**config.mk**
```make
export PLATFORM = sky130hd
export DESIGN_NAME = bod_front
export DESIGN_NICKNAME = d
export VERILOG_FILES = /design/src/sv/bod_pkg.sv /design/src/sv/bod_front.sv
export VERILOG_INCLUDE_DIRS = /design/src /design/src/sv
export SDC_FILE = /design/constraint.sdc
export NUM_CORES = 1
export LEC_CHECK = 0
export ABC_AREA = 1
export BUFFER_PORTS_ARGS = -buffer_cell sky130_fd_sc_hd__buf_2
export CAP_MARGIN = 10
export CORE_MARGIN = 1.5
export CORE_UTILIZATION = 55
export CTS_CLUSTER_DIAMETER = 80
export DETAILED_ROUTE_END_ITERATION = 12
export PLACE_DENSITY = 0.75
export SYNTH_ARGS = -nofsm -noshare
export SYNTH_HDL_FRONTEND = slang
export SYNTH_SLANG_ARGS = --single-unit
```
**constraint.sdc**
```tcl
create_clock -name clk -period 5.5 [get_ports clk]
set_clock_uncertainty 0.1 [all_clocks]
set_input_delay 1.1 -clock clk [delete_from_list [all_inputs] [get_ports clk]]
set_output_delay 1.1 -clock clk [all_outputs]
set_load 0.005 [all_outputs]
```
**src/sv/ber_oid_tlv_decoder_unit_assert.svh**
```systemverilog
// ----------------------------------------------------------------------------
// ber oid tlv decoder assertion macros
// Checks stay out of synthesis; the synthesis variants expand to nothing.
// ----------------------------------------------------------------------------
`ifndef BER_OID_TLV_DECODER_UNIT_ASSERT_SVH
`define BER_OID_TLV_DECODER_UNIT_ASSERT_SVH
`ifndef SYNTHESIS
// consequent must hold in the same cycle as the antecedent
`define BOD_ASSERT_NOW(label, ante, cons) \
  label: assert property (@(posedge clk) disable iff (!rst_n) (ante) |-> (cons)) \
    else $error("bod check failed");
// consequent must hold in the cycle after the antecedent
`define BOD_ASSERT_NEXT(label, ante, cons) \
  label: assert property (@(posedge clk) disable iff (!rst_n) (ante) |=> (cons)) \
    else $error("bod check failed");
`else
`define BOD_ASSERT_NOW(label, ante, cons)
`define BOD_ASSERT_NEXT(label, ante, cons)
`endif
`endif

```
**src/sv/bod_pkg.sv**
```systemverilog
// ----------------------------------------------------------------------------
// bod_pkg
// Shared types and constants of the ber oid tlv decoder.
// ----------------------------------------------------------------------------
`default_nettype none

package bod_pkg;

  localparam int unsigned MAX_LENGTH_BYTES = 4;
  localparam logic [7:0]  OID_TAG          = 8'h06;

  // x / 40 is (x >> 3) / 5, and y / 5 is (y * 0xcccccccd) >> 34 for any 32-bit y
  localparam logic [31:0] DIV5_RECIP = 32'hCCCCCCCD;
  localparam int unsigned DIV5_SHIFT = 34;

  typedef enum logic [1:0] {
    PH_TAG,
    PH_LEN,
    PH_LLEN,
    PH_BODY
  } phase_t;

  typedef enum logic [1:0] {
    ERR_TAG      = 2'd0,
    ERR_EMPTY    = 2'd1,
    ERR_TOO_LONG = 2'd2,
    ERR_TRUNC    = 2'd3
  } err_code_t;

  // at most one queue entry per byte; a split entry yields two arc beats
  typedef struct packed {
    logic        is_error;
    logic        split;
    logic [31:0] value;
    logic        last;
    err_code_t   code;
  } res_ent_t;

endpackage

`default_nettype wire

```
**src/sv/bod_front.sv**
```systemverilog
// ----------------------------------------------------------------------------
// bod_front
// Tlv parser: takes one byte per beat, tracks tag/length/content state and
// pushes at most one entry per byte into the result queue.
// ----------------------------------------------------------------------------
`default_nettype none
`include "ber_oid_tlv_decoder_unit_assert.svh"

module bod_front (
  input  wire logic              clk,
  input  wire logic              rst_n,
  input  wire logic              in_valid,
  output logic                   in_stall,
  input  wire logic [7:0]        in_data_byte,
  input  wire logic              in_buffer_end,
  input  wire logic              q_full,
  output logic                   push,
  output bod_pkg::res_ent_t      push_ent
);

  bod_pkg::phase_t    phase_r, phase_nxt;
  logic [2:0]         len_left_r, len_left_nxt;
  logic [30:0]        content_left_r, content_left_nxt;
  logic [31:0]        acc_r, acc_nxt;
  logic               first_r, first_nxt;

  logic               accept;
  logic [6:0]         len_field;
  logic [30:0]        llen_content;
  logic [2:0]         len_dec;
  logic [31:0]        acc_body;
  logic [30:0]        body_left;

  logic               err_hit;
  bod_pkg::err_code_t err_code;
  logic               trunc;
  bod_pkg::phase_t    step_phase;
  logic [2:0]         step_len;
  logic [30:0]        step_content;
  logic [31:0]        step_acc;
  logic               step_first;
  logic               arc_done;
  logic               arc_last;

  assign in_stall     = q_full;
  assign accept       = in_valid && !in_stall;
  assign len_field    = in_data_byte[6:0];
  assign llen_content = {content_left_r[22:0], in_data_byte};
  assign len_dec      = len_left_r - 3'd1;
  assign acc_body     = {acc_r[24:0], in_data_byte[6:0]};
  assign body_left    = (content_left_r == '0) ? '0 : content_left_r - 31'd1;

  // classify the byte against the current phase
  always_comb begin
    err_hit      = 1'b0;
    err_code     = bod_pkg::ERR_TAG;
    step_phase   = phase_r;
    step_len     = len_left_r;
    step_content = content_left_r;
    step_acc     = acc_r;
    step_first   = first_r;
    arc_done     = 1'b0;
    arc_last     = 1'b0;
    unique case (phase_r)
      bod_pkg::PH_TAG: begin
        if (in_data_byte != bod_pkg::OID_TAG) begin
          err_hit  = 1'b1;
          err_code = bod_pkg::ERR_TAG;
        end else begin
          step_phase = bod_pkg::PH_LEN;
        end
      end
      bod_pkg::PH_LEN: begin
        if (!in_data_byte[7]) begin
          if (in_data_byte == 8'h00) begin
            err_hit  = 1'b1;
            err_code = bod_pkg::ERR_EMPTY;
          end else begin
            step_content = 31'(in_data_byte);
            step_phase   = bod_pkg::PH_BODY;
          end
        end else if (len_field == 7'd0) begin
          // indefinite form counts as empty
          err_hit  = 1'b1;
          err_code = bod_pkg::ERR_EMPTY;
        end else if (len_field > 7'(bod_pkg::MAX_LENGTH_BYTES)) begin
          err_hit  = 1'b1;
          err_code = bod_pkg::ERR_TOO_LONG;
        end else begin
          step_len     = len_field[2:0];
          step_content = '0;
          step_phase   = bod_pkg::PH_LLEN;
        end
      end
      bod_pkg::PH_LLEN: begin
        // shifting in another byte would pass 2^31-1
        if (|content_left_r[30:23]) begin
          err_hit  = 1'b1;
          err_code = bod_pkg::ERR_TOO_LONG;
        end else begin
          step_content = llen_content;
          step_len     = len_dec;
          if (len_dec == 3'd0) begin
            if (llen_content == '0) begin
              err_hit  = 1'b1;
              err_code = bod_pkg::ERR_EMPTY;
            end else begin
              step_phase = bod_pkg::PH_BODY;
            end
          end
        end
      end
      bod_pkg::PH_BODY: begin
        step_acc     = acc_body;
        step_content = body_left;
        if (!in_data_byte[7] || body_left == '0) begin
          arc_done   = 1'b1;
          arc_last   = (body_left == '0);
          step_acc   = '0;
          step_first = 1'b0;
        end
        if (body_left == '0) begin
          step_phase   = bod_pkg::PH_TAG;
          step_len     = '0;
          step_content = '0;
          step_acc     = '0;
          step_first   = 1'b1;
        end
      end
    endcase
  end

  assign trunc = in_buffer_end && !err_hit && (step_phase != bod_pkg::PH_TAG);

  // next state
  always_comb begin
    phase_nxt        = phase_r;
    len_left_nxt     = len_left_r;
    content_left_nxt = content_left_r;
    acc_nxt          = acc_r;
    first_nxt        = first_r;
    if (accept) begin
      if (err_hit || trunc) begin
        phase_nxt        = bod_pkg::PH_TAG;
        len_left_nxt     = '0;
        content_left_nxt = '0;
        acc_nxt          = '0;
        first_nxt        = 1'b1;
      end else begin
        phase_nxt        = step_phase;
        len_left_nxt     = step_len;
        content_left_nxt = step_content;
        acc_nxt          = step_acc;
        first_nxt        = step_first;
      end
    end
  end

  // queue entry
  always_comb begin
    push              = accept && (err_hit || trunc || arc_done);
    push_ent.is_error = err_hit || trunc;
    push_ent.split    = 1'b0;
    push_ent.value    = '0;
    push_ent.last     = 1'b0;
    push_ent.code     = bod_pkg::ERR_TAG;
    priority if (err_hit) begin
      push_ent.code = err_code;
    end else if (trunc) begin
      // truncation drops any arc this byte would have closed
      push_ent.code = bod_pkg::ERR_TRUNC;
    end else begin
      push_ent.split = first_r;
      push_ent.value = acc_body;
      push_ent.last  = arc_last;
    end
  end

  always_ff @(posedge clk) begin
    if (!rst_n) begin
      phase_r        <= bod_pkg::PH_TAG;
      len_left_r     <= '0;
      content_left_r <= '0;
      acc_r          <= '0;
      first_r        <= 1'b1;
    end else begin
      phase_r        <= phase_nxt;
      len_left_r     <= len_left_nxt;
      content_left_r <= content_left_nxt;
      acc_r          <= acc_nxt;
      first_r        <= first_nxt;
    end
  end

  `BOD_ASSERT_NEXT(a_err_back_to_tag, push && push_ent.is_error, phase_r == bod_pkg::PH_TAG)
  `BOD_ASSERT_NOW(a_body_has_content, phase_r == bod_pkg::PH_BODY, content_left_r != '0)
  `BOD_ASSERT_NOW(a_llen_count_ok, phase_r == bod_pkg::PH_LLEN,
                  (len_left_r != 3'd0) && (len_left_r <= 3'(bod_pkg::MAX_LENGTH_BYTES)))

endmodule

`default_nettype wire

```
**Yosys cells after proc, flatten, opt, wreduce, memory -nomap -nowiden**

Cells that the tools add are included.
W data, S select, Z words.

- Register bits: 62
- Input port bits: 13
- Output and inout port bits: 39

- Add/sub/neg operators: 2
- Order comparisons: 1
- Equality and inequality tests: 12
- Multiplexer cells: 60
- Reduce and logical (&&, ||, !) cells: 26

Operators with widths:

| operator | number |
|---|---|
| $mux W31 | 8 |
| $mux W25 | 4 |
| $logic_not A31 Y1 | 3 |
| $pmux W31 S3 | 1 |
| $mux W34 | 2 |
| $mux W2 | 16 |
| $sub A31 B1 Y31 const B | 1 |
| $mux W1 | 19 |
| $mux W3 | 6 |
| $ne A3 B3 Y1 const B | 5 |
| $ne A4 B4 Y1 const B | 3 |
| $pmux W3 S3 | 1 |
| $logic_not A8 Y1 | 1 |
| $ne A8 B3 Y1 const B | 1 |
| $pmux W2 S4 | 1 |
| $reduce_or A8 Y1 | 1 |
| $gt A7 B3 Y1 const B | 1 |
| $logic_not A7 Y1 | 1 |
| $reduce_and A7 Y1 | 1 |
| $reduce_and A6 Y1 | 1 |
| $eq A2 B2 Y1 const B | 2 |
| $logic_and A1 B1 Y1 | 4 |
| $pmux W2 S2 | 1 |
| $reduce_bool A2 Y1 | 2 |
| 11 further kinds | 15 |

**Logic depth before layout (Yosys ltp)**

- Depth in word-level cells: 11
- Gate-level depth with buffers: 27
- Depth with buffers taken out: 26

**Worst setup path before layout**

OpenSTA, ideal clock, no wires.

- Path kind: input -> output
- Start: input in_data_byte[4]
- End: output push
- Data arrival time: 2.901 ns
- Slack: 1.399 ns
- Stages on the path: 13
- Path buffers: 1
- Path through: inv_1 -> nand3_1 -> nor2_1 -> nand3_1 -> nor4_2 -> nand4_1 -> a21oi_2 -> nor2_1 -> nand2_4 -> nand2_4 -> buf_6 -> o21ai_0 -> inv_1

- Longest elaborated chain between the ends: 11
- Elaborated cells on any way between the ends: 30
- Those cells by class: order compare (1); eq/ne (1); mux (18); reduce/logical (10)

Ends and longest elaborated chain:

| what | line | text |
|---|---|---|
| start: declaration | bod_front.sv:14 | `input wire logic [7:0] in_data_byte,` |
| $gt A7 B3 Y1 or $logic_not A31 Y1 (tied branches) | bod_front.sv:86, bod_front.sv:104 |  |
| $mux W1, on equally long branches | bod_front.sv:86, bod_front.sv:104 |  |
| $mux W1, on equally long branches | bod_front.sv:82, bod_front.sv:103 |  |
| $mux W1, on equally long branches | bod_front.sv:74, bod_front.sv:97 |  |
| $pmux W1 S3 | bod_front.sv:64 | `unique case (phase_r)` |
| $logic_not A1 Y1 | bod_front.sv:133 | `assign trunc = in_buffer_end && !err_hit && (step_phase != bod_pkg::PH_TAG);` |
| $logic_and A1 B1 Y1 (2 in series) | bod_front.sv:133 |  |
| $logic_or A1 B1 Y1 (*) (2 in series) | bod_front.sv:161 | `push = accept && (err_hit \|\| trunc \|\| arc_done);` |
| $logic_and A1 B1 Y1 (*) | bod_front.sv:161 |  |
| end: declaration | bod_front.sv:17 | `output logic push,` |

Every way passes the cells marked *; elsewhere a longest branch is shown, timed or not.

**Worst setup path in the final report**

- Start: register content_left_r[0]
- End: output push

- Longest elaborated chain between the ends: 11
- Elaborated cells on any way between the ends: 24
- Those cells by class: add/sub (1); mux (12); reduce/logical (11)

Ends and longest elaborated chain:

| what | line | text |
|---|---|---|
| start: declaration | bod_front.sv:23 | `logic [30:0] content_left_r, content_left_nxt;` |
| start signal: assignment | bod_front.sv:189 | `content_left_r <= content_left_nxt;` |
| branches (longest 9 deep; another with $sub A31 B1 Y31) | - |  |
| $logic_or A1 B1 Y1 (*) | bod_front.sv:161 |  |
| $logic_and A1 B1 Y1 (*) | bod_front.sv:161 |  |

Every way passes the cells marked *.

==> results_dict.tcl <==
set metrics [dict create \
    status "finished, final reports clean" \
    period_minus_slack_ns 5.04 \
    postRouteAntennaNets 0 \
    cts.sinks 62 \
    synth-seq-area-share_pct 24.9 \
    cp.buffers_inverters 4 \
    slew_headroom_pct 34.9 \
    diodes 0 \
    path_clk_slew_ns 0.09 \
    use_met1_pct 37.6 \
    globalRouteMet3Util_pct 4.87 \
    crit_type "flop to primary output" \
    r2r_slack_ns 1.52 \
    cpLargestDelayFamily "simple AND/OR/NAND/NOR gates" \
    max_stage_delay_ns 0.33 \
    path_max_fanout 37 \
    ys_types 38 \
    fin_crit_sh_pct 91.6 \
    dr.pass1.iters 5 \
    worstMarginPinSlew_ns 0.970 \
    start_util_pct 56.9 \
    r2r_cells 22 \
    crit_top_cell "nand2_1" \
    ys_ff_latch 62 \
    cts-htree-levels 3 \
    cts_buffers 9 \
    grt.total_usage_pct 29.7 \
    finalNetCount 903 \
    wl_um 14100 \
    cts_root_buf "clkbuf_8" \
    synth.avg_cell_area_um2 5.84 \
    slew_viol_final 0 \
    crit_chain "inv_1 > ha_1 > nand2_2 > nor2_4 > nand4_2 > buf_4 > nand3_1 > nand2_1 > nor2_1 > nand2_1 > nor2_1 > nand2_2 > nand2_1 > nand2_1 > nand2_1 > nand2_2 > nand2_4 > nand2_4 > o21ai_1 > inv_1 > buf_2" \
    setup-tns-final_ns 0 \
    p_per_area_nw_per_um2 223 \
    async_flop_share_pct 0 \
    pre_cts_ws_ns 0.736 \
    irDropWorstVdd_mv 0.146 \
    pin_count 52 \
    grt_pass1_wl_um 23500 \
    postCtsSetupBuffers 0 \
    top_usage_layer "met2" \
    fp.dieW_um 98.2 \
    grt_start_max_net_pins 51 \
    die_h_um 98.2 \
    rsz0062_at_grt "false" \
    antenna_found_initial 0 \
    required_ns 4.30 \
    initialDrtViolationCount 407 \
    dieArea_um2 9640 \
    grt_pass1_vias 5050 \
    hold_depth 2 \
    drive_above_1_share_pct 13.4 \
    setup_ws_ns 0.460 \
    setup_viol 0 \
    met2_usage_pct 50.1 \
    cts_max_path_buffers 2 \
    grt_overflow_total 0 \
    cp_slowest_cell "dfxtp_1" \
    synthFlopType "dfxtp_1" \
    cp_data_arrival_time_ns 3.84 \
    postLayoutCoreUtil_pct 61.3 \
    drc_errors 0 \
    rows 34 \
    synth_edf_count 0 \
    endpoint_kind "primary output" \
    leakagePower_nw 2.64 \
    start_kind "flop" \
    io_buffers 51 \
    synth_nets 875 \
    place_congestion 0.971 \
    viasPerCell 5.50 \
    core_um2 8760 \
    crit_cells 21 \
    ys_warn_count 0 \
    max_cap_viol_count 0 \
    fmax_mhz 198 \
    cts_tree "built" \
    dr_total_vias 5468 \
    hp-class "flop to flop" \
    netlist_instances 854 \
    syn2layout_area_growth_pct 7.68 \
    dp_hpwl_um 10200 \
    wl_per_cell_um 14.2 \
    synthesis.area_um2 4980 \
    insertion_delay_ns 0.36 \
    final-hold-violation-count 0 \
]
where the power goes:
part	total (mW)	switching, mW	internal (mW)	leakage (nW)
clock network	0.392	0.223	0.169	0.0870
registers	0.494	0.0197	0.474	0.509
logic	0.309	0.214	0.0948	2.04
path summary, 6_finish.rpt:
path | start | to
setup / recovery | content_left_r[0] | push
hold reg to reg | acc_r[13] | acc_r[13]
hold / removal | acc_r[13] | acc_r[13]
setup reg to reg | content_left_r[0] | acc_r[7]
final cells by class:
class,count,area (µm²)
repair buffers,57,300
clock inverters,7,55.1
inverters,136,510
flip-flops and latches,62,1240
multi-input cells,616,3000
clock buffers,9,124
well taps,108,135
fillers,940,3400
logic make-up after synthesis:
family          count (synthesis)  share of synthesized area [%]
buf+inv                       176                           14.9
flops                          62                           24.9
fa+ha+maj                       8                           2.01
xor+xnor                        2                          0.351
compound gates                118                           15.8
simple gates                  488                           42.0
metal layers:
metal | up-vias | routed length (µm)
met3 | 28 | 802
li1 | 2760 | -
met4 | 0 | 374
met5 | - | 0
met1 | 2496 | 6240
met2 | 184 | 6720
cells in the final DEF (no fill, tap or decap), types with 4 or more instances in the layout:
cell / Yosys / routed
nor2_2: 13 / 13
nand2_1: 222 / 222
inv_1: 104 / 104
buf_4: 6 / 6
clkinv_1: 31 / 31
nand2_2: 6 / 6
nand4_1: 8 / 8
a211oi_1: 12 / 12
nor2_1: 140 / 140
nor3_1: 6 / 6
o21ai_1: 4 / 5
o22ai_1: 26 / 26
a21oi_1: 37 / 37
dfxtp_1: 62 / 62
o21ai_0: 16 / 15
inv_6: 0 / 4
a211oi_2: 13 / 13
ha_1: 8 / 8
clkbuf_8: 0 / 9
nand3_1: 83 / 83
buf_2: 11 / 51
worst register-to-register path, cell delays in order (launching register included):
cell,delay (ns)
dfxtp_1,0.33
inv_1,0.11
ha_1,0.22
nand2_2,0.11
nor2_4,0.22
nand4_2,0.29
buf_4,0.31
nand3_1,0.12
nand2_1,0.07
nor2_1,0.10
nand2_1,0.06
nor2_1,0.18
nand2_2,0.16
nand2_1,0.09
nand2_1,0.05
nand2_1,0.09
nand2_2,0.11
nand2_4,0.12
nand3_2,0.11
nand2_2,0.12
buf_4,0.48
a21oi_1,0.11
a211oi_1,0.20
stage by stage:
step	instance area (µm²)	power, mW	hold WS (ns)	std cells
5_1_grt	5370	1.26	0.383	995
2_1_floorplan	4980	0.741	0.329	854
4_1_cts	5370	1.19	0.369	995
6_report	5370	1.19	0.370	995
3_5_place_dp	5190	0.808	0.353	979
3_3_place_gp	5190	0.805	0.350	979
what timing repair did:
item,CTS,global route
gates resized for setup,0,1
hold buffers,0,0
endpoints found under the setup margin,0,1
hold endpoints to repair,0,0
flip-flops by register name, indices dropped and copies added (netlist names):
signal          cells
len_left_r          3
first_r             1
acc_r              25
content_left_r     31
phase_r             2
cells in the mapped netlist, types with 13 or more instances:
master | number | area, µm²
nand2_1 | 222 | 833
nor2_1 | 140 | 526
inv_1 | 104 | 390
nand3_1 | 83 | 415
dfxtp_1 | 62 | 1240
a21oi_1 | 37 | 185
clkinv_1 | 31 | 116
o22ai_1 | 26 | 163
clkbuf_1 | 17 | 63.8
o21ai_0 | 16 | 80.1
a211oi_2 | 13 | 163
nor2_2 | 13 | 81.3
(Power assumes the default switching activity.)
