===== config.mk =====
export PLATFORM = sky130hd
export DESIGN_NAME = bod_queue
export DESIGN_NICKNAME = d
export VERILOG_FILES = /design/src/sv/bod_pkg.sv /design/src/sv/bod_queue.sv
export VERILOG_INCLUDE_DIRS = /design/src /design/src/sv
export SDC_FILE = /design/constraint.sdc
export NUM_CORES = 1
export LEC_CHECK = 0
export ABC_CLOCK_PERIOD_IN_PS = 2600
export BUFFER_PORTS_ARGS = -buffer_cell sky130_fd_sc_hd__buf_2
export CORE_MARGIN = 8
export CORE_UTILIZATION = 50
export DETAILED_ROUTE_END_ITERATION = 6
export PLACE_DENSITY = 0.69
export SLEW_MARGIN = 15
export SYNTH_ARGS = -nofsm -noshare
export SYNTH_HDL_FRONTEND = slang
export SYNTH_SLANG_ARGS = --single-unit

===== constraint.sdc =====
create_clock -name clk -period 2.6 [get_ports clk]
set_input_delay 0.39 -clock clk [delete_from_list [all_inputs] [get_ports clk]]
set_output_delay 0.39 -clock clk [all_outputs]
set_load 0.005 [all_outputs]

===== src/sv/ber_oid_tlv_decoder_unit_assert.svh =====
// ----------------------------------------------------------------------------
// ber oid tlv decoder assertion macros
// Checks stay out of synthesis; the synthesis variants expand to nothing.
// ----------------------------------------------------------------------------
`ifndef BER_OID_TLV_DECODER_UNIT_ASSERT_SVH
`define BER_OID_TLV_DECODER_UNIT_ASSERT_SVH
`ifndef SYNTHESIS
// consequent must hold in the same cycle as the antecedent
`define BOD_ASSERT_NOW(label, ante, cons) \
  label: assert property (@(posedge clk) disable iff (!rst_n) (ante) |-> (cons)) \
    else $error("bod check failed");
// consequent must hold in the cycle after the antecedent
`define BOD_ASSERT_NEXT(label, ante, cons) \
  label: assert property (@(posedge clk) disable iff (!rst_n) (ante) |=> (cons)) \
    else $error("bod check failed");
`else
`define BOD_ASSERT_NOW(label, ante, cons)
`define BOD_ASSERT_NEXT(label, ante, cons)
`endif
`endif


===== src/sv/bod_pkg.sv =====
// ----------------------------------------------------------------------------
// bod_pkg
// Shared types and constants of the ber oid tlv decoder.
// ----------------------------------------------------------------------------
`default_nettype none

package bod_pkg;

  localparam int unsigned MAX_LENGTH_BYTES = 4;
  localparam logic [7:0]  OID_TAG          = 8'h06;

  // x / 40 is (x >> 3) / 5, and y / 5 is (y * 0xcccccccd) >> 34 for any 32-bit y
  localparam logic [31:0] DIV5_RECIP = 32'hCCCCCCCD;
  localparam int unsigned DIV5_SHIFT = 34;

  typedef enum logic [1:0] {
    PH_TAG,
    PH_LEN,
    PH_LLEN,
    PH_BODY
  } phase_t;

  typedef enum logic [1:0] {
    ERR_TAG      = 2'd0,
    ERR_EMPTY    = 2'd1,
    ERR_TOO_LONG = 2'd2,
    ERR_TRUNC    = 2'd3
  } err_code_t;

  // at most one queue entry per byte; a split entry yields two arc beats
  typedef struct packed {
    logic        is_error;
    logic        split;
    logic [31:0] value;
    logic        last;
    err_code_t   code;
  } res_ent_t;

endpackage

`default_nettype wire


===== src/sv/bod_queue.sv =====
// ----------------------------------------------------------------------------
// bod_queue
// Short result queue between the parser and the output stage.
// ----------------------------------------------------------------------------
`default_nettype none
`include "ber_oid_tlv_decoder_unit_assert.svh"

module bod_queue #(
  parameter int unsigned DEPTH = 4
) (
  input  wire logic              clk,
  input  wire logic              rst_n,
  input  wire logic              push,
  input  wire bod_pkg::res_ent_t push_ent,
  output logic                   full,
  input  wire logic              pop,
  output bod_pkg::res_ent_t      head_ent,
  output logic                   empty
);

  localparam int unsigned PTR_W = (DEPTH > 1) ? $clog2(DEPTH) : 1;
  localparam int unsigned CNT_W = $clog2(DEPTH + 1);

  bod_pkg::res_ent_t  ent_r [DEPTH];
  logic [PTR_W-1:0]   wr_ptr_r, wr_ptr_nxt;
  logic [PTR_W-1:0]   rd_ptr_r, rd_ptr_nxt;
  logic [CNT_W-1:0]   cnt_r, cnt_nxt;

  assign full     = (cnt_r == CNT_W'(DEPTH));
  assign empty    = (cnt_r == '0);
  assign head_ent = ent_r[rd_ptr_r];

  always_comb begin
    wr_ptr_nxt = wr_ptr_r;
    rd_ptr_nxt = rd_ptr_r;
    if (push) begin
      wr_ptr_nxt = (wr_ptr_r == PTR_W'(DEPTH - 1)) ? '0 : wr_ptr_r + PTR_W'(1);
    end
    if (pop) begin
      rd_ptr_nxt = (rd_ptr_r == PTR_W'(DEPTH - 1)) ? '0 : rd_ptr_r + PTR_W'(1);
    end
    unique case ({push, pop})
      2'b10:   cnt_nxt = cnt_r + CNT_W'(1);
      2'b01:   cnt_nxt = cnt_r - CNT_W'(1);
      default: cnt_nxt = cnt_r;
    endcase
  end

  always_ff @(posedge clk) begin
    if (push) begin
      ent_r[wr_ptr_r] <= push_ent;
    end
  end

  always_ff @(posedge clk) begin
    if (!rst_n) begin
      wr_ptr_r <= '0;
      rd_ptr_r <= '0;
      cnt_r    <= '0;
    end else begin
      wr_ptr_r <= wr_ptr_nxt;
      rd_ptr_r <= rd_ptr_nxt;
      cnt_r    <= cnt_nxt;
    end
  end

  `BOD_ASSERT_NOW(a_no_push_full, push, !full)
  `BOD_ASSERT_NOW(a_no_pop_empty, pop, !empty)
  `BOD_ASSERT_NOW(a_cnt_bound, 1'b1, cnt_r <= CNT_W'(DEPTH))

endmodule

`default_nettype wire


# Word level (Yosys, flattened, before mapping)
# Memory sizes are Yosys's and may differ from the RTL's. A register that Yosys moved wholly into a read port is not among the register bits.
# Index checks and enable logic that the tools add are counted.
# Widths: inputs -> output; s select.
# word_totals
regBits,7
mem_bits_rw,148
out_inout_bits,39
n_memories,1
# mem_list
name,words,word_bits,rd,rd_clocked_by_memory_dff,wr,line_no,text
ent_r,4,37,1,1,1,bod_queue.sv:24,bod_pkg::res_ent_t ent_r [DEPTH];
# op_classes
n_addsub,4
eq_ne,5
mux,7
reduce_logical,2
# ops
operator,count
$mux 2,4
$eq 2x2->1 const B,3
$pmux 3 s2,1
$add 2x1->2 const B,2
$add 3x1->3 const B,1
$eq 3x3->1 const B,1
$logic_not 3->1,1
$sub 3x1->3 const B,1
$eq 2x1->1 const B,1
$mux 1,2
$reduce_bool 2->1,1

# Longest topological paths before layout
# Gate-level depths: netlist of the first run.
# depth
word_depth,4
mapped_depth,7

# Worst setup path after synthesis of the first run
# No wires, ideal clock.
# synth_timing
kind,register to register
start,reg wr_ptr_r[0]
end,"mem ent_r[3][0] in the netlist's numbering, enable pin"
t_arrival_ps,1453
t_required_ps,2202
path_slack_ps,749
stages_incl_launch_ff,3
path_cell_list,dfxtp_1 -> ha_1 -> and2_1
# synth_rtl
element,line_no,text
"start, declared",bod_queue.sv:25,"logic [PTR_W-1:0] wr_ptr_r, wr_ptr_nxt;"
"start signal, assigned",bod_queue.sv:61,wr_ptr_r <= wr_ptr_nxt;
"end, declared",bod_queue.sv:24,
# Straight into the memory's write port.

==> metrics.txt, run 1 <==
# TYPE chip_impl_metric gauge
chip_impl_info{name="synthDominantAreaCellType",value="sky130_fd_sc_hd__edfxtp_1"} 1
chip_impl_metric{name="post-cts-setup-buffers",unit=""} 0
chip_impl_info{name="synth.most_common_cell",value="sky130_fd_sc_hd__edfxtp_1"} 1
chip_impl_metric{name="area.growth.synth_to_final",unit="%"} 20.8
chip_impl_metric{name="grt_start_max_net_pins",unit=""} 26
chip_impl_metric{name="detailed_route_iter0_violations",unit=""} 171
chip_impl_metric{name="input_output_buffers",unit=""} 79
chip_impl_metric{name="crit_fanout",unit=""} 12
chip_impl_metric{name="grt-ovfl-total",unit=""} 0
chip_impl_metric{name="final_net_count",unit=""} 389
chip_impl_info{name="rsz0062_at_grt",value="false"} 1
chip_impl_metric{name="syn-num-nets",unit=""} 288
chip_impl_metric{name="place.detailed.hpwl",unit="um"} 6530
chip_impl_info{name="status",value="finished, final reports clean"} 1
chip_impl_metric{name="clock_path_buffers",unit=""} 2
chip_impl_metric{name="report.final.setup_viol",unit=""} 0
chip_impl_metric{name="synth-seq-cells",unit=""} 157
chip_impl_info{name="clock_tree_root_driver_cell",value="sky130_fd_sc_hd__clkbuf_16"} 1
chip_impl_info{name="dominant_cells_by_area_after_synthesis",value="sky130_fd_sc_hd__edfxtp_1, sky130_fd_sc_hd__mux4_2, sky130_fd_sc_hd__mux4_1"} 1
chip_impl_metric{name="insertion_delay",unit="ns"} 0.41
chip_impl_metric{name="report.power.total",unit="mW"} 5.94
chip_impl_metric{name="design.core.area",unit="um2"} 11400
chip_impl_metric{name="worst_ep_arrival_time",unit="ns"} 1.79
chip_impl_metric{name="grt_antenna_before_repair",unit=""} 0
chip_impl_metric{name="boundaryPins",unit=""} 80
chip_impl_metric{name="cellPowerDensity",unit="nW/um2"} 838
chip_impl_info{name="synthFlopType",value="sky130_fd_sc_hd__edfxtp_1"} 1
chip_impl_metric{name="total_global_route_track_usage",unit="%"} 13.6
chip_impl_metric{name="route.detailed.wl_per_inst",unit="um"} 20.6
chip_impl_metric{name="cts_hold_buffers",unit=""} 0
chip_impl_metric{name="place.gp.congestion",unit=""} 0.674
chip_impl_metric{name="drc_errors",unit=""} 0
chip_impl_metric{name="grt_pass1_vias",unit=""} 2912
chip_impl_metric{name="irDropWorstVdd",unit="mV"} 0.421
chip_impl_metric{name="clock-sinks",unit=""} 157
chip_impl_metric{name="die_area",unit="um2"} 15400
chip_impl_metric{name="floorplan.initialDensity",unit="%"} 51.3
chip_impl_metric{name="cts_max_level",unit=""} 4
chip_impl_metric{name="fp-row-count",unit=""} 39
chip_impl_metric{name="ys_warn_count",unit=""} 0
chip_impl_metric{name="final_layout_size_suffix_gt1_share",unit="%"} 44.0
chip_impl_metric{name="max_freq",unit="GHz"} 0.459
chip_impl_metric{name="number_of_buffers_inserted_during_clock_tree_synthesis",unit=""} 17
chip_impl_metric{name="die_h",unit="um"} 124
chip_impl_metric{name="antenna_cells_inserted",unit=""} 0
chip_impl_info{name="path_class",value="register to output pin"} 1
chip_impl_metric{name="die-width",unit="um"} 124
chip_impl_metric{name="synth.avg_cell_area",unit="um2"} 24.4
chip_impl_metric{name="worst-slew-pin-transition",unit="ns"} 0.417
chip_impl_metric{name="finalCritPeriodShare",unit="%"} 83.9
chip_impl_metric{name="drv_slew",unit=""} 0
chip_impl_info{name="critPathSlowestCell",value="sky130_fd_sc_hd__mux4_1"} 1
chip_impl_metric{name="final_setup_skew",unit="ns"} 0.0107
chip_impl_metric{name="route.vias.total",unit=""} 2636
chip_impl_metric{name="grt_pass1_wl",unit="um"} 16000
chip_impl_metric{name="postSynthCellCount",unit=""} 240
chip_impl_metric{name="synth_area",unit="um2"} 5860
chip_impl_info{name="timing.hold.worst.class",value="primary input to register"} 1
chip_impl_metric{name="timing.final.crit_period",unit="ns"} 2.18
chip_impl_metric{name="post_route_wl",unit="um"} 10200
chip_impl_metric{name="cpPeakStageDelay",unit="ns"} 0.62
chip_impl_metric{name="yosys.cell_types.count",unit=""} 25
chip_impl_info{name="post_synth_most_frequent_cells",value="sky130_fd_sc_hd__edfxtp_1, sky130_fd_sc_hd__mux4_2, sky130_fd_sc_hd__dfxtp_1"} 1
chip_impl_metric{name="synth-edff-count",unit=""} 148
chip_impl_metric{name="max_cap_violations",unit=""} 0
chip_impl_metric{name="viasPerCell",unit=""} 5.33
chip_impl_metric{name="post_cts.resized_instances",unit=""} 0
chip_impl_metric{name="drt_pre_antenna_iters",unit=""} 6
chip_impl_info{name="setup.worst_path.end_class",value="output pin"} 1
chip_impl_metric{name="async_reset_ff_share",unit="%"} 0
chip_impl_metric{name="final_hold_violation_count",unit=""} 0
chip_impl_metric{name="seq_area_frac_synth",unit="%"} 78.9
chip_impl_info{name="critical_path.startpoint_type",value="register"} 1
chip_impl_metric{name="worst_case_setup_slack_after_placement",unit="ns"} 0.666
chip_impl_metric{name="worst_slack",unit="ns"} 0.419
chip_impl_metric{name="fin_setup_tns",unit="ns"} 0
chip_impl_metric{name="cts.clk_slew.worst_paths",unit="ns"} 0.06
chip_impl_metric{name="synth_top_cell_area_share",unit="%"} 75.8
chip_impl_metric{name="drt.antenna.violating_nets",unit=""} 0
chip_impl_info{name="tritoncts",value="built"} 1
chip_impl_info{name="cp_cell_instances",value="buf_4 > mux4_1 > buf_2"} 1
chip_impl_metric{name="worstPathRequired",unit="ns"} 2.21
chip_impl_metric{name="p_leak",unit="nW"} 2.47
chip_impl_metric{name="worst_slew_margin_rel",unit="%"} 72.2
power by group:
group	switching (mW)	internal [mW]	leakage, nW
clock	0.908	1.68	0.302
combinational	0.213	0.220	0.737
sequential	0.0332	2.88	1.43
total	1.15	4.78	2.47
registers in the layout (all words and copies together) (netlist names), named ones only:
signal / count
ent_r: 148
wr_ptr_r: 2
cnt_r: 3
rd_ptr_r: 2
layout by cell type, fill, tap and decap left out, drive strengths merged:
master and n:
a21boi 1, a21oi 1, and2 6, and3 1, buf 90, bufinv 5
clkbuf 17, clkinv 5, clkinvlp 2, dfxtp 9, edfxtp 148, fa 1
ha 6, inv 7, mux2i 2, mux4 37, nand2 1, nor2b 4
nor3 1, nor3b 2, o21a 1, o21ai 2, or3 1, xnor2 1
xor2 1
per-layer routing:
layer	up-vias	global-route usage, %	wire length, um
li1	1208	-	-
met1	1358	16.1	4350
met2	58	22.5	5260
met3	12	4.43	422
met4	0	5.53	143
met5	-	0	0
metrics by stage:
step	cell area (um2)	util (%)	hold slack (ns)	cells
finish	7080	62.0	0.194	495
global placement	6460	56.6	0.495	465
detailed placement	6460	56.6	0.500	465
floorplan	5860	-	0.473	240
CTS	7080	62.0	0.170	495
global route	7080	62.0	0.183	495
worst paths after layout:
path | startpoint | end | slack [ns] | cells past startpoint
setup reg to reg | wr_ptr_r[0] | ent_r[0][13] | 0.95 | 4
hold reg to reg | cnt_r[2] | cnt_r[2] | 0.51 | 2
hold / removal | push_ent[16] | ent_r[1][16] | 0.19 | 1
setup / recovery | register | head_ent[34] | 0.42 | 3
logic make-up (layout without fill, tap and decap cells):
logic type                 count (synthesis)  count (layout)  synth area share, %
muxes                                     39              39                 15.0
adders and majority gates                  7               7                 1.62
xor gates and xnor gates                   2               2                0.299
DFF                                      157             157                 78.9
AOI/OAI and AO/OA                          5               5                0.513
buffers and inverters                     14             126                 1.94
and+or+nand+nor                           16              16                 1.69
worst max-delay path: cells and delay by family, from the launching register on:
family,cells,cell delay [ns]
multiplexers,1,0.62
buffers and inverters,2,0.41
flip-flops,1,0.35
final cells by class:
| cell class | instances | area (um2) |
|---|---|---|
| flip-flops and latches | 157 | 4630 |
| fillers | 817 | 4340 |
| multi-input cells | 69 | 1130 |
| repair buffers | 90 | 503 |
| clock buffers | 17 | 425 |
| clock inverters | 13 | 198 |
| well taps | 143 | 179 |
| inverters | 6 | 22.5 |
Note: power is estimated with default switching activity, not from simulation.
==> run 2: changes to the inputs <==
--- a/config.mk
+++ b/config.mk
@@ -6,12 +6,12 @@
 export SDC_FILE = /design/constraint.sdc
 export NUM_CORES = 1
 export LEC_CHECK = 0
-export ABC_CLOCK_PERIOD_IN_PS = 2600
+export ABC_CLOCK_PERIOD_IN_PS = 1820
 export BUFFER_PORTS_ARGS = -buffer_cell sky130_fd_sc_hd__buf_2
 export CORE_MARGIN = 8
 export CORE_UTILIZATION = 50
 export DETAILED_ROUTE_END_ITERATION = 6
-export PLACE_DENSITY = 0.69
+export PLACE_DENSITY = 0.72
 export SLEW_MARGIN = 15
 export SYNTH_ARGS = -nofsm -noshare
 export SYNTH_HDL_FRONTEND = slang
==> constraint.sdc (replaced) <==
create_clock -name clk -period 1.82 [get_ports clk]
set_input_delay 0.273 -clock clk [delete_from_list [all_inputs] [get_ports clk]]
set_output_delay 0.273 -clock clk [all_outputs]
set_load 0.005 [all_outputs]
==> run 2 against run 1 <==
Net effect:
- the run now ends with negative setup slack left
- clock skew fell by 0.00063 ns
- critical path type unchanged
- clock power rose by 38%
- total power rose by 42%
- critical endpoint is now head_ent[28]
- sequential cell count did not move
- hold slack got worse by 0.12 ns
- utilization rose by 0.88 points
- setup slack got worse by 0.58 ns
- first-iteration DRC count rose by 0.58%
- global-route usage rose by 0.43 points
- critical path depth rose by 1
- via count rose by 1.2%
==> metrics.txt, run 2 (synthesized netlist as in run 1, its figures left out) <==
# TYPE chip_impl_metric gauge
chip_impl_info{name="status",value="finished, violations left"} 1
chip_impl_info{name="violated_checks",value="negative setup slack"} 1
chip_impl_metric{name="worst-slew-pin-transition",unit="ns"} 0.360
chip_impl_info{name="worst_r2r_startpoint",value="cnt_r[0]"} 1
chip_impl_info{name="regMostFlops",value="ent_r"} 1
chip_impl_metric{name="grt_pass1_wl",unit="um"} 16300
chip_impl_info{name="clock_tree_root_driver_cell",value="sky130_fd_sc_hd__clkbuf_16"} 1
chip_impl_metric{name="report.power.total",unit="mW"} 8.41
chip_impl_metric{name="path_depth_of_the_worst_reg2reg_path",unit=""} 5
chip_impl_metric{name="max_cap_violations",unit=""} 0
chip_impl_metric{name="detailed_route_iter0_violations",unit=""} 172
chip_impl_metric{name="route.detailed.wl_per_inst",unit="um"} 21.0
chip_impl_metric{name="finalCritPeriodShare",unit="%"} 109
chip_impl_info{name="mostFrequentLayoutCells",value="sky130_fd_sc_hd__edfxtp_1, sky130_fd_sc_hd__buf_2, sky130_fd_sc_hd__mux4_2"} 1
chip_impl_metric{name="route.vias.total",unit=""} 2668
chip_impl_metric{name="cts_max_level",unit=""} 4
chip_impl_info{name="final_common_cell",value="sky130_fd_sc_hd__edfxtp_1"} 1
chip_impl_metric{name="grt_pass1_vias",unit=""} 2924
chip_impl_metric{name="boundaryPins",unit=""} 80
chip_impl_metric{name="post_route_wl",unit="um"} 10500
chip_impl_metric{name="drv_slew",unit=""} 0
chip_impl_metric{name="grt_start_max_net_pins",unit=""} 38
chip_impl_metric{name="grt-ovfl-total",unit=""} 0
chip_impl_metric{name="input_output_buffers",unit=""} 79
chip_impl_info{name="top_regs",value="ent_r: 148 flops, cnt_r: 3 flops"} 1
chip_impl_metric{name="die-width",unit="um"} 124
chip_impl_metric{name="place.gp.congestion",unit=""} 0.638
chip_impl_metric{name="timing.final.crit_period",unit="ns"} 1.98
chip_impl_metric{name="fp-row-count",unit=""} 39
chip_impl_metric{name="fill_cells",unit=""} 833
chip_impl_metric{name="floorplan.initialDensity",unit="%"} 51.3
chip_impl_metric{name="max_freq",unit="GHz"} 0.506
chip_impl_metric{name="clock_path_buffers",unit=""} 2
chip_impl_metric{name="final_setup_skew",unit="ns"} 0.0101
chip_impl_info{name="rsz0062_at_grt",value="true"} 1
chip_impl_metric{name="die_area",unit="um2"} 15400
chip_impl_metric{name="worst_slack",unit="ns"} -0.156
chip_impl_metric{name="design.core.area",unit="um2"} 11400
chip_impl_info{name="tritoncts",value="built"} 1
chip_impl_metric{name="final_hold_violation_count",unit=""} 0
chip_impl_metric{name="cellPowerDensity",unit="nW/um2"} 1170
chip_impl_metric{name="drc_errors",unit=""} 0
chip_impl_metric{name="total_global_route_track_usage",unit="%"} 14.0
chip_impl_metric{name="irDropWorstVdd",unit="mV"} 0.708
chip_impl_metric{name="final_cell_area",unit="um2"} 7180
chip_impl_metric{name="antenna_cells_inserted",unit=""} 0
chip_impl_metric{name="cts.clk_slew.worst_paths",unit="ns"} 0.06
chip_impl_metric{name="final_net_count",unit=""} 393
chip_impl_info{name="setup.worst_path.end_class",value="output pin"} 1
chip_impl_metric{name="p_leak",unit="nW"} 2.49
chip_impl_metric{name="report.final.setup_viol",unit=""} 37
chip_impl_metric{name="die_h",unit="um"} 124
chip_impl_metric{name="fin_setup_tns",unit="ns"} -3.86
chip_impl_metric{name="grt_antenna_before_repair",unit=""} 2
chip_impl_info{name="worst_r2r_endpoint",value="cnt_r[2]"} 1
chip_impl_metric{name="viasPerCell",unit=""} 5.33
chip_impl_info{name="timing.hold.worst.class",value="primary input to register"} 1
chip_impl_metric{name="number_of_buffers_inserted_during_clock_tree_synthesis",unit=""} 17
chip_impl_metric{name="largest_reg_flops",unit=""} 148
chip_impl_metric{name="drt.antenna.violating_nets",unit=""} 0
chip_impl_metric{name="area.growth.synth_to_final",unit="%"} 22.5
chip_impl_metric{name="worstPathRequired",unit="ns"} 1.55
chip_impl_metric{name="r2r_slack",unit="ns"} 0.21
chip_impl_metric{name="clock-sinks",unit=""} 157
chip_impl_metric{name="place.detailed.hpwl",unit="um"} 6420
chip_impl_metric{name="hold-path-cell-count",unit=""} 1
chip_impl_metric{name="post_dp_cell_area",unit="um2"} 6490
chip_impl_metric{name="worst_slew_margin_rel",unit="%"} 76.0
chip_impl_metric{name="worst_ep_arrival_time",unit="ns"} 1.70
chip_impl_metric{name="final_layout_size_suffix_gt1_share",unit="%"} 46.9
chip_impl_info{name="crit_path_end",value="head_ent[28]"} 1
chip_impl_metric{name="crit_fanout",unit=""} 5
chip_impl_info{name="critical_path.startpoint_type",value="register"} 1
chip_impl_info{name="path_class",value="register to output pin"} 1
chip_impl_metric{name="drt_pre_antenna_iters",unit=""} 4
chip_impl_metric{name="insertion_delay",unit="ns"} 0.41
chip_impl_metric{name="layout.core_utilization",unit="%"} 62.9
-- run 2: where the power goes --
| group | internal [mW] | total, mW | switching [mW] |
|---|---|---|---|
| logic | 0.364 | 0.686 | 0.321 |
| registers | 4.11 | 4.16 | 0.0459 |
| clock network | 2.18 | 3.57 | 1.39 |
| total | 6.65 | 8.41 | 1.76 |
-- run 2: worst min-delay path by stage --
stage / start / end / slack (ns)
after CTS: push_ent[12] / ent_r[1][12] / 0.06
after floorplan: push_ent[0] / ent_r[0][0] / 0.37
after detailed placement: push_ent[12] / ent_r[2][12] / 0.49
final: push_ent[12] / ent_r[1][12] / 0.08
after global routing: push_ent[36] / ent_r[2][36] / 0.05
after global placement: push_ent[34] / ent_r[2][34] / 0.48
-- run 2: through the flow --
stage / hold slack (ns) / std cells / setup slack (ns)
final: 0.0768 / 501 / -0.156
after floorplan: 0.372 / 240 / 0.262
after global routing: 0.0524 / 501 / -0.231
after detailed placement: 0.489 / 465 / -0.0358
after global placement: 0.482 / 465 / 0.0772
after CTS: 0.0556 / 502 / -0.207
-- run 2: layer usage --
layer | global-route usage, % | up-vias | wire length (um)
li1 | - | 1220 | -
met2 | 23.6 | 79 | 5580
met1 | 16.0 | 1355 | 4290
met3 | 5.45 | 10 | 531
met4 | 4.75 | 4 | 76
met5 | 0 | - | 27
-- run 2: timing repair --
item / CTS / global route
endpoints found under the hold margin: 0 / 0
endpoints found under the setup margin: 37 / 37
setup buffers: 2 / 0
cloned: 3 / 0
hold buffers: 0 / 0
gates resized for setup: 12 / 2
-- run 2: worst max-delay path: stages, from the launching register on --
cell                      delay, ns
sky130_fd_sc_hd__dfxtp_4       0.40
sky130_fd_sc_hd__buf_12        0.13
sky130_fd_sc_hd__buf_16        0.12
sky130_fd_sc_hd__mux4_2        0.50
sky130_fd_sc_hd__buf_6         0.13
-- run 2: area by class of cell --
class | count | area, um2 | share of cell area (%)
timing repair buffer | 94 | 639 | 8.90
clock buffer | 17 | 425 | 5.92
tap | 143 | 179 | 2.49
sequential | 157 | 4630 | 64.5
inverter | 6 | 22.5 | 0.314
multi-input combinational | 69 | 1100 | 15.3
clock inverter | 15 | 185 | 2.58
